--- config.mk ---
export PLATFORM = sky130hd
export DESIGN_NAME = flight_control_input_shaper_core
export DESIGN_NICKNAME = d
export VERILOG_FILES = /design/src/rtl/core/fcis_pkg.sv /design/src/rtl/core/fcis_axis.sv /design/src/rtl/core/fcis_autopilot.sv /design/src/rtl/core/flight_control_input_shaper_core.sv
export SDC_FILE = /design/constraint.sdc
export NUM_CORES = 1
export LEC_CHECK = 0
export BUFFER_PORTS_ARGS = -buffer_cell sky130_fd_sc_hd__clkbuf_2
export CAP_MARGIN = 20
export CORE_MARGIN = 1.5
export CORE_UTILIZATION = 62
export CTS_CLUSTER_SIZE = 14
export DETAILED_ROUTE_END_ITERATION = 8
export PLACE_DENSITY_LB_ADDON = 0.08
export SETUP_SLACK_MARGIN = 0.05
export SLEW_MARGIN = 30
export SYNTH_ARGS = -nofsm -noshare
export SYNTH_HDL_FRONTEND = slang
export SYNTH_SLANG_ARGS = --single-unit
--- constraint.sdc ---
create_clock -name aclk -period 11.6 [get_ports aclk]
set_input_delay 2.32 -clock aclk [delete_from_list [all_inputs] [get_ports aclk]]
set_output_delay 2.32 -clock aclk [all_outputs]
set_load 0.05 [all_outputs]
--- src/rtl/core/fcis_pkg.sv ---
// Shared types, constants and clamp helpers for the flight control input shaper.
`timescale 1ns / 1ps

package fcis_pkg;

    localparam int PITCH_W    = 11;
    localparam int ROLL_W     = 12;
    localparam int AXIS_W     = 9;
    localparam int THROTTLE_W = 8;
    localparam int CFG_IDX_W  = 2;
    localparam int CFG_DATA_W = 12;
    localparam int IN_DATA_W  = 32;
    localparam int OUT_DATA_W = 40;

    localparam int AXIS_STEP      = 5;
    localparam int THROTTLE_STEP  = 2;
    localparam int AXIS_LIMIT     = 200;
    localparam int THROTTLE_LIMIT = 200;

    localparam logic [PITCH_W-1:0] TARGET_PITCH_RESET = PITCH_W'(40);
    localparam logic [ROLL_W-1:0]  TARGET_ROLL_RESET  = ROLL_W'(0);

    // ceil(2^17 / 3): exact floor(m / 3) for m below 2^16
    localparam logic [15:0] DIV3_RECIP = 16'hAAAB;
    localparam int          DIV3_SHIFT = 17;

    typedef enum logic [CFG_IDX_W-1:0] {
        CFG_AUTOPILOT_ENABLE = 2'd0,
        CFG_TARGET_PITCH     = 2'd1,
        CFG_TARGET_ROLL      = 2'd2
    } cfg_index_t;

    // Input item, last field in the lowest bits
    typedef struct packed {
        logic signed [ROLL_W-1:0]  roll_tenths;
        logic signed [PITCH_W-1:0] pitch_tenths;
        logic                      other_key_held;
        logic                      key_throttle_down;
        logic                      key_throttle_up;
        logic                      key_yaw_minus;
        logic                      key_yaw_plus;
        logic                      key_roll_right;
        logic                      key_roll_left;
        logic                      key_pitch_down;
        logic                      key_up;
    } in_item_t;

    // Key pair for one control axis; the first key wins when both are held
    typedef struct packed {
        logic first;
        logic second;
        logic first_down;
    } axis_keys_t;

    function automatic logic signed [AXIS_W-1:0] clamp_axis(input logic signed [15:0] v);
        logic signed [15:0] lim;
        lim = 16'(AXIS_LIMIT);
        if (v < -lim) begin
            return -lim[AXIS_W-1:0];
        end else if (v > lim) begin
            return lim[AXIS_W-1:0];
        end
        return v[AXIS_W-1:0];
    endfunction

    function automatic logic [THROTTLE_W-1:0] clamp_throttle(input logic signed [9:0] v);
        logic signed [9:0] lim;
        lim = 10'(THROTTLE_LIMIT);
        if (v < 10'sd0) begin
            return '0;
        end else if (v > lim) begin
            return lim[THROTTLE_W-1:0];
        end
        return v[THROTTLE_W-1:0];
    endfunction

endpackage

--- src/rtl/core/fcis_axis.sv ---
// One control axis: ramp while a key is held, otherwise return toward zero.
`timescale 1ns / 1ps

module fcis_axis (
    input  fcis_pkg::axis_keys_t                keys,
    input  logic signed [fcis_pkg::AXIS_W-1:0]  pos,
    output logic signed [fcis_pkg::AXIS_W-1:0]  pos_next
);
    import fcis_pkg::*;

    logic signed [AXIS_W:0] pos_ext;
    logic signed [AXIS_W:0] step;
    logic signed [AXIS_W:0] step_first;
    logic signed [AXIS_W:0] sum;

    assign pos_ext    = {pos[AXIS_W-1], pos};
    assign step       = (AXIS_W+1)'(AXIS_STEP);
    assign step_first = keys.first_down ? -step : step;

    always_comb begin
        if (keys.first) begin
            sum = pos_ext + step_first;
        end else if (keys.second) begin
            sum = pos_ext - step_first;
        end else if (pos_ext < -step) begin
            sum = pos_ext + step;
        end else if (pos_ext > step) begin
            sum = pos_ext - step;
        end else begin
            // snap to center once within one step
            sum = '0;
        end
    end

    assign pos_next = clamp_axis({{(15-AXIS_W){sum[AXIS_W]}}, sum});

endmodule

--- src/rtl/core/fcis_autopilot.sv ---
// Autopilot commands from attitude error: elevator from pitch, aileron from roll.
`timescale 1ns / 1ps

module fcis_autopilot (
    input  logic signed [fcis_pkg::PITCH_W-1:0] pitch_tenths,
    input  logic signed [fcis_pkg::ROLL_W-1:0]  roll_tenths,
    input  logic signed [fcis_pkg::PITCH_W-1:0] target_pitch,
    input  logic signed [fcis_pkg::ROLL_W-1:0]  target_roll,
    output logic signed [fcis_pkg::AXIS_W-1:0]  elevator_cmd,
    output logic signed [fcis_pkg::AXIS_W-1:0]  aileron_cmd
);
    import fcis_pkg::*;

    logic signed [PITCH_W:0]  pitch_err;
    logic signed [ROLL_W:0]   roll_err;
    logic                     roll_neg;
    logic        [ROLL_W:0]   roll_mag;
    logic        [ROLL_W+1:0] roll_mag2;
    logic        [ROLL_W+17:0] prod;
    logic        [ROLL_W:0]   quo;
    logic signed [ROLL_W+1:0] aileron_raw;

    assign pitch_err = {pitch_tenths[PITCH_W-1], pitch_tenths}
                     - {target_pitch[PITCH_W-1], target_pitch};
    assign roll_err  = {target_roll[ROLL_W-1], target_roll}
                     - {roll_tenths[ROLL_W-1], roll_tenths};

    // divide the doubled magnitude by three, then restore the sign (truncates toward zero)
    assign roll_neg    = roll_err[ROLL_W];
    assign roll_mag    = roll_neg ? (ROLL_W+1)'(-roll_err) : roll_err;
    assign roll_mag2   = {roll_mag, 1'b0};
    assign prod        = roll_mag2 * DIV3_RECIP;
    assign quo         = prod[DIV3_SHIFT +: ROLL_W+1];
    assign aileron_raw = roll_neg ? -$signed({1'b0, quo}) : $signed({1'b0, quo});

    assign elevator_cmd = clamp_axis({{(15-PITCH_W){pitch_err[PITCH_W]}}, pitch_err});
    assign aileron_cmd  = clamp_axis({{(14-ROLL_W){aileron_raw[ROLL_W+1]}}, aileron_raw});

endmodule

--- src/rtl/core/flight_control_input_shaper_core.sv ---
// Flight control input shaper: input register, one-pass update, result/state register.
//
// Takes one tick per transfer and returns one result per tick with the elevator, aileron,
// rudder and throttle positions after that tick. A tick passes through an input register
// and then one combinational update into the result register, which also holds the four
// positions as state, so a tick can be accepted every cycle while m_tready is high. Its
// result is registered from the input register, which keeps accepting while a finished
// result waits on m_tready, until both stages are full. The longest path is the roll
// error divided by three (one 14 by 16 bit multiply) into the aileron clamp. Configuration
// writes are taken on any cycle but are meant to happen only while no tick is in flight.
`timescale 1ns / 1ps

module flight_control_input_shaper_core (
    input  logic                                  aclk,
    input  logic                                  aresetn,
    // key_up, key_pitch_down, key_roll_left, key_roll_right, key_yaw_plus, key_yaw_minus,
    // key_throttle_up, key_throttle_down, other_key_held, pitch_tenths[10:0],
    // roll_tenths[11:0]
    input  logic [fcis_pkg::IN_DATA_W-1:0]        s_tdata,
    input  logic                                  s_tvalid,
    output logic                                  s_tready,
    // elevator_out[8:0], aileron_out[8:0], rudder_out[8:0], throttle_out[7:0], zero pad
    output logic [fcis_pkg::OUT_DATA_W-1:0]       m_tdata,
    output logic                                  m_tvalid,
    input  logic                                  m_tready,
    input  logic                                  cfg_wr_en,
    input  logic [fcis_pkg::CFG_IDX_W-1:0]        cfg_wr_index,
    input  logic [fcis_pkg::CFG_DATA_W-1:0]       cfg_wr_data
);
    import fcis_pkg::*;

    logic                             autopilot_enable_reg;
    logic signed [PITCH_W-1:0]        target_pitch_reg;
    logic signed [ROLL_W-1:0]         target_roll_reg;

    logic                             in_valid_reg;
    in_item_t                         in_item_reg;
    logic                             out_valid_reg;

    logic signed [AXIS_W-1:0]         elevator_pos_reg;
    logic signed [AXIS_W-1:0]         aileron_pos_reg;
    logic signed [AXIS_W-1:0]         rudder_pos_reg;
    logic        [THROTTLE_W-1:0]     throttle_pos_reg;

    logic signed [AXIS_W-1:0]         elevator_pos_next;
    logic signed [AXIS_W-1:0]         aileron_pos_next;
    logic signed [AXIS_W-1:0]         rudder_pos_next;
    logic        [THROTTLE_W-1:0]     throttle_pos_next;

    logic signed [AXIS_W-1:0]         elevator_manual;
    logic signed [AXIS_W-1:0]         aileron_manual;
    logic signed [AXIS_W-1:0]         elevator_auto;
    logic signed [AXIS_W-1:0]         aileron_auto;
    logic signed [9:0]                throttle_sum;

    axis_keys_t                       elevator_keys;
    axis_keys_t                       aileron_keys;
    axis_keys_t                       rudder_keys;

    logic                             any_key;
    logic                             autopilot_active;
    logic                             advance;
    logic                             s_xfer;

    assign advance  = in_valid_reg && (!out_valid_reg || m_tready);
    assign s_tready = !in_valid_reg || advance;
    assign s_xfer   = s_tvalid && s_tready;
    assign m_tvalid = out_valid_reg;
    assign m_tdata  = {{(OUT_DATA_W-3*AXIS_W-THROTTLE_W){1'b0}}, throttle_pos_reg,
                       rudder_pos_reg, aileron_pos_reg, elevator_pos_reg};

    // configuration registers
    always_ff @(posedge aclk) begin
        if (!aresetn) begin
            autopilot_enable_reg <= 1'b0;
            target_pitch_reg     <= TARGET_PITCH_RESET;
            target_roll_reg      <= TARGET_ROLL_RESET;
        end else if (cfg_wr_en) begin
            case (cfg_wr_index)
                CFG_AUTOPILOT_ENABLE: autopilot_enable_reg <= cfg_wr_data[0];
                CFG_TARGET_PITCH:     target_pitch_reg     <= cfg_wr_data[PITCH_W-1:0];
                CFG_TARGET_ROLL:      target_roll_reg      <= cfg_wr_data[ROLL_W-1:0];
                default: ;
            endcase
        end
    end

    // input stage
    always_ff @(posedge aclk) begin
        if (!aresetn) begin
            in_valid_reg <= 1'b0;
        end else if (s_tready) begin
            in_valid_reg <= s_tvalid;
        end
    end

    always_ff @(posedge aclk) begin
        if (s_xfer) begin
            in_item_reg <= in_item_t'(s_tdata);
        end
    end

    assign elevator_keys = '{first: in_item_reg.key_up, second: in_item_reg.key_pitch_down,
                             first_down: 1'b0};
    // left lowers the aileron and wins over right
    assign aileron_keys  = '{first: in_item_reg.key_roll_left,
                             second: in_item_reg.key_roll_right, first_down: 1'b1};
    assign rudder_keys   = '{first: in_item_reg.key_yaw_plus,
                             second: in_item_reg.key_yaw_minus, first_down: 1'b0};

    fcis_axis u_elevator (
        .keys     (elevator_keys),
        .pos      (elevator_pos_reg),
        .pos_next (elevator_manual)
    );

    fcis_axis u_aileron (
        .keys     (aileron_keys),
        .pos      (aileron_pos_reg),
        .pos_next (aileron_manual)
    );

    fcis_axis u_rudder (
        .keys     (rudder_keys),
        .pos      (rudder_pos_reg),
        .pos_next (rudder_pos_next)
    );

    fcis_autopilot u_autopilot (
        .pitch_tenths (in_item_reg.pitch_tenths),
        .roll_tenths  (in_item_reg.roll_tenths),
        .target_pitch (target_pitch_reg),
        .target_roll  (target_roll_reg),
        .elevator_cmd (elevator_auto),
        .aileron_cmd  (aileron_auto)
    );

    assign any_key = in_item_reg.key_up || in_item_reg.key_pitch_down
                  || in_item_reg.key_roll_left || in_item_reg.key_roll_right
                  || in_item_reg.key_yaw_plus
                  || in_item_reg.key_yaw_minus || in_item_reg.key_throttle_up
                  || in_item_reg.key_throttle_down || in_item_reg.other_key_held;
    assign autopilot_active = autopilot_enable_reg && !any_key;

    assign elevator_pos_next = autopilot_active ? elevator_auto : elevator_manual;
    assign aileron_pos_next  = autopilot_active ? aileron_auto  : aileron_manual;

    assign throttle_sum = $signed({2'b00, throttle_pos_reg})
                        + (in_item_reg.key_throttle_up   ? 10'(THROTTLE_STEP) : 10'sd0)
                        - (in_item_reg.key_throttle_down ? 10'(THROTTLE_STEP) : 10'sd0);
    assign throttle_pos_next = clamp_throttle(throttle_sum);

    // result register doubles as the control position state
    always_ff @(posedge aclk) begin
        if (!aresetn) begin
            out_valid_reg    <= 1'b0;
            elevator_pos_reg <= '0;
            aileron_pos_reg  <= '0;
            rudder_pos_reg   <= '0;
            throttle_pos_reg <= '0;
        end else begin
            if (advance) begin
                out_valid_reg    <= 1'b1;
                elevator_pos_reg <= elevator_pos_next;
                aileron_pos_reg  <= aileron_pos_next;
                rudder_pos_reg   <= rudder_pos_next;
                throttle_pos_reg <= throttle_pos_next;
            end else if (m_tready) begin
                out_valid_reg    <= 1'b0;
            end
        end
    end

`ifndef SYNTHESIS
    a_state_holds: assert property (@(posedge aclk) disable iff (!aresetn)
        !advance |=> $stable({elevator_pos_reg, aileron_pos_reg, rudder_pos_reg,
                              throttle_pos_reg}))
        else $error("control state changed without a tick");

    a_result_follows: assert property (@(posedge aclk) disable iff (!aresetn)
        advance |=> m_tvalid)
        else $error("tick processed but no result presented");

    a_axis_range: assert property (@(posedge aclk) disable iff (!aresetn)
        elevator_pos_reg >= -9'sd200 && elevator_pos_reg <= 9'sd200 &&
        aileron_pos_reg >= -9'sd200 && aileron_pos_reg <= 9'sd200 &&
        rudder_pos_reg >= -9'sd200 && rudder_pos_reg <= 9'sd200)
        else $error("axis position outside its limits");

    a_throttle_range: assert property (@(posedge aclk) disable iff (!aresetn)
        throttle_pos_reg <= 8'(THROTTLE_LIMIT))
        else $error("throttle position above its limit");
`endif

endmodule
==> impl_metrics.tcl <==
set metrics [dict create \
    outcome "completed" \
    max_stage_delay_ns 0.60 \
    cap_violations 0 \
    ys_seq_area_share_pct 19.3 \
    worst_slew_pin_slew_ns 1.01 \
    gp_congestion 0.914 \
    fmax_mhz 97.1 \
    grt_pass1_wl_um 44300 \
    async_flop_share_pct 0 \
    synth_edf_count 32 \
    area_growth_pct 7.20 \
    yosys.cell_types.count 105 \
    ys_seq_elements 92 \
    drt_iter0_drc 674 \
    post-route-period-util_pct 88.8 \
    largest_reg_flops 28 \
    syn_area_per_cell_um2 8.15 \
    diodes 0 \
    nets 1649 \
    die_area_um2 18900 \
    hp-class "reg -> reg" \
    routed_wl_um 27200 \
    reg2reg_from "in_item_reg[21]" \
    drv_slew 0 \
    synth-main-ff-cell "dfxtp_1" \
    io_buffer_count 86 \
    required_ns 11.85 \
    insertion_delay_ns 0.36 \
    remaining_drc_errors 0 \
    finalClockSkew_ns 0.0131 \
    cts_tree "done" \
    gr-usage-all-layers_pct 29.5 \
    path_common_cell "o21ai_0" \
    syn_inst 1378 \
    crit_type "reg -> reg" \
    vias 10159 \
    synth_area_leader_cell "ha_1" \
    layout-drive-gt1-share_pct 10.6 \
    design.portCount 93 \
    relSlewSlack_pct 32.6 \
    post_cts_resized 0 \
    initial_core_util_pct 62.9 \
    met2_usage_pct 48.1 \
    grt_start_max_net_pins 54 \
    grt-busiest-layer "met2" \
    htreeDepth 3 \
    synth_top_area_share_pct 13.2 \
    startpoint_type "register" \
    numCtsBuffers 9 \
    cts_buffer_depth 2 \
    die_h_um 138 \
    grtUsageMet3_pct 5.74 \
    first_pass_iters 7 \
    endpoint_kind "register" \
    dp_cells 1645 \
    synthTopCellsByCount "inv_1, ha_1, nand2_1" \
    overflow 0 \
    yosysMostFrequentCell "inv_1" \
    antenna_found_initial 0 \
    post_drt_wl_per_cell_um 16.4 \
    synthTopCellsByArea "ha_1, dfxtp_1, fa_1" \
    rsz0062_at_grt "false" \
    crit_arrival_ns 10.55 \
    grt_pass1_vias 9137 \
    finalSetupViolCount 0 \
    tns_ns 0 \
    num_rows 49 \
    hold_viol_final 0 \
    crit_path_start "in_item_reg[21]" \
    ys.warnings.count 0 \
    dp_hpwl_um 21700 \
    viasPerCell 6.12 \
    cts-root-buf "clkbuf_16" \
    syn-cell-area_um2 11200 \
    min_from "target_pitch_reg[10]" \
    hold_path_depth 2 \
    r2r_cells 37 \
    hold_buffers 0 \
    instances_no_fill 1661 \
    fillers 1486 \
    cp_max_fo 13 \
    critPathSlowestCell "or4_1" \
    post-cts-setup-buffers 0 \
    die_w_um 138 \
    clock_sinks 92 \
    clkTransAtPathRegs_ns 0.08 \
    min_period_ns 10.30 \
    use_met1_pct 39.8 \
    fp.coreArea_um2 17800 \
    ant_nets 0 \
]
==> path summary, 6_finish.rpt <==
kind	end	slack, ns
max	aileron_pos_reg[7]	1.30
min	target_pitch_reg[10]	0.46
max reg2reg	aileron_pos_reg[7]	1.30
min reg2reg	target_pitch_reg[10]	0.46
==> placed cells by master (no fill, tap or decap), types with 43 or more instances in the layout <==
| cell type | Yosys | routed |
|---|---|---|
| inv_1 | 178 | 178 |
| ha_1 | 118 | 118 |
| nand2_1 | 114 | 114 |
| nor2_1 | 89 | 89 |
| clkbuf_2 | 2 | 86 |
| a21oi_1 | 83 | 83 |
| o21ai_0 | 67 | 67 |
| dfxtp_1 | 60 | 60 |
| fa_1 | 53 | 53 |
| nand3_1 | 43 | 43 |
==> critical path: cells and delay by family, from the launching register on <==
kind | cells | cell delay [ns]
adders and majority gates | 8 | 2.98
xor gates and xnor gates | 1 | 0.27
buffers and inverters | 4 | 0.32
DFF | 1 | 0.42
and+or+nand+nor | 7 | 2.15
AOI/OAI and AO/OA | 17 | 4.02
==> per-layer routing <==
metal / wire [um] / part of all wire, %
met4: 522 / 1.9
met1: 12400 / 46
met2: 12500 / 46
met5: 0 / 0
met3: 1680 / 6.2
==> cell families (layout without fill, tap and decap cells) <==
logic type / after synthesis / count (layout) / synth area share, %
multiplexers: 22 / 22 / 1.97
XOR/XNOR: 51 / 51 / 3.98
flip-flops: 92 / 92 / 19.3
buffers and inverters: 237 / 286 / 8.43
AO/OA/AOI/OAI: 392 / 392 / 25.3
adder cells (fa/ha/maj): 173 / 173 / 22.8
AND/OR/NAND/NOR: 410 / 410 / 18.3
other: 1 / 6 / 0.0334
==> per-stage QoR <==
| stage | hold slack, ns | cell area, um^2 | utilization (%) | setup slack (ns) |
|---|---|---|---|---|
| finish | 0.464 | 12000 | 67.5 | 1.30 |
| global route | 0.483 | 12000 | 67.5 | 0.612 |
| CTS | 0.464 | 12000 | 67.5 | 1.52 |
| detailed placement | 0.454 | 11700 | 65.8 | 1.58 |
| global placement | 0.446 | 11700 | 65.8 | 1.91 |
| floorplan | 0.436 | 11200 | - | 2.73 |
==> final cells by class <==
class	count	area (um^2)	area share, %
timing repair buffer	91	468	3.89
clock buffer	9	225	1.87
clock inverter	7	76.3	0.634
multi-input combinational	1054	8150	67.7
tap	229	287	2.38
sequential	92	2160	18.0
inverter	179	672	5.58
Power is left out: the tool's default activity adds up to more than one toggle a clock period on the data nets, which glitch-free logic cannot reach.
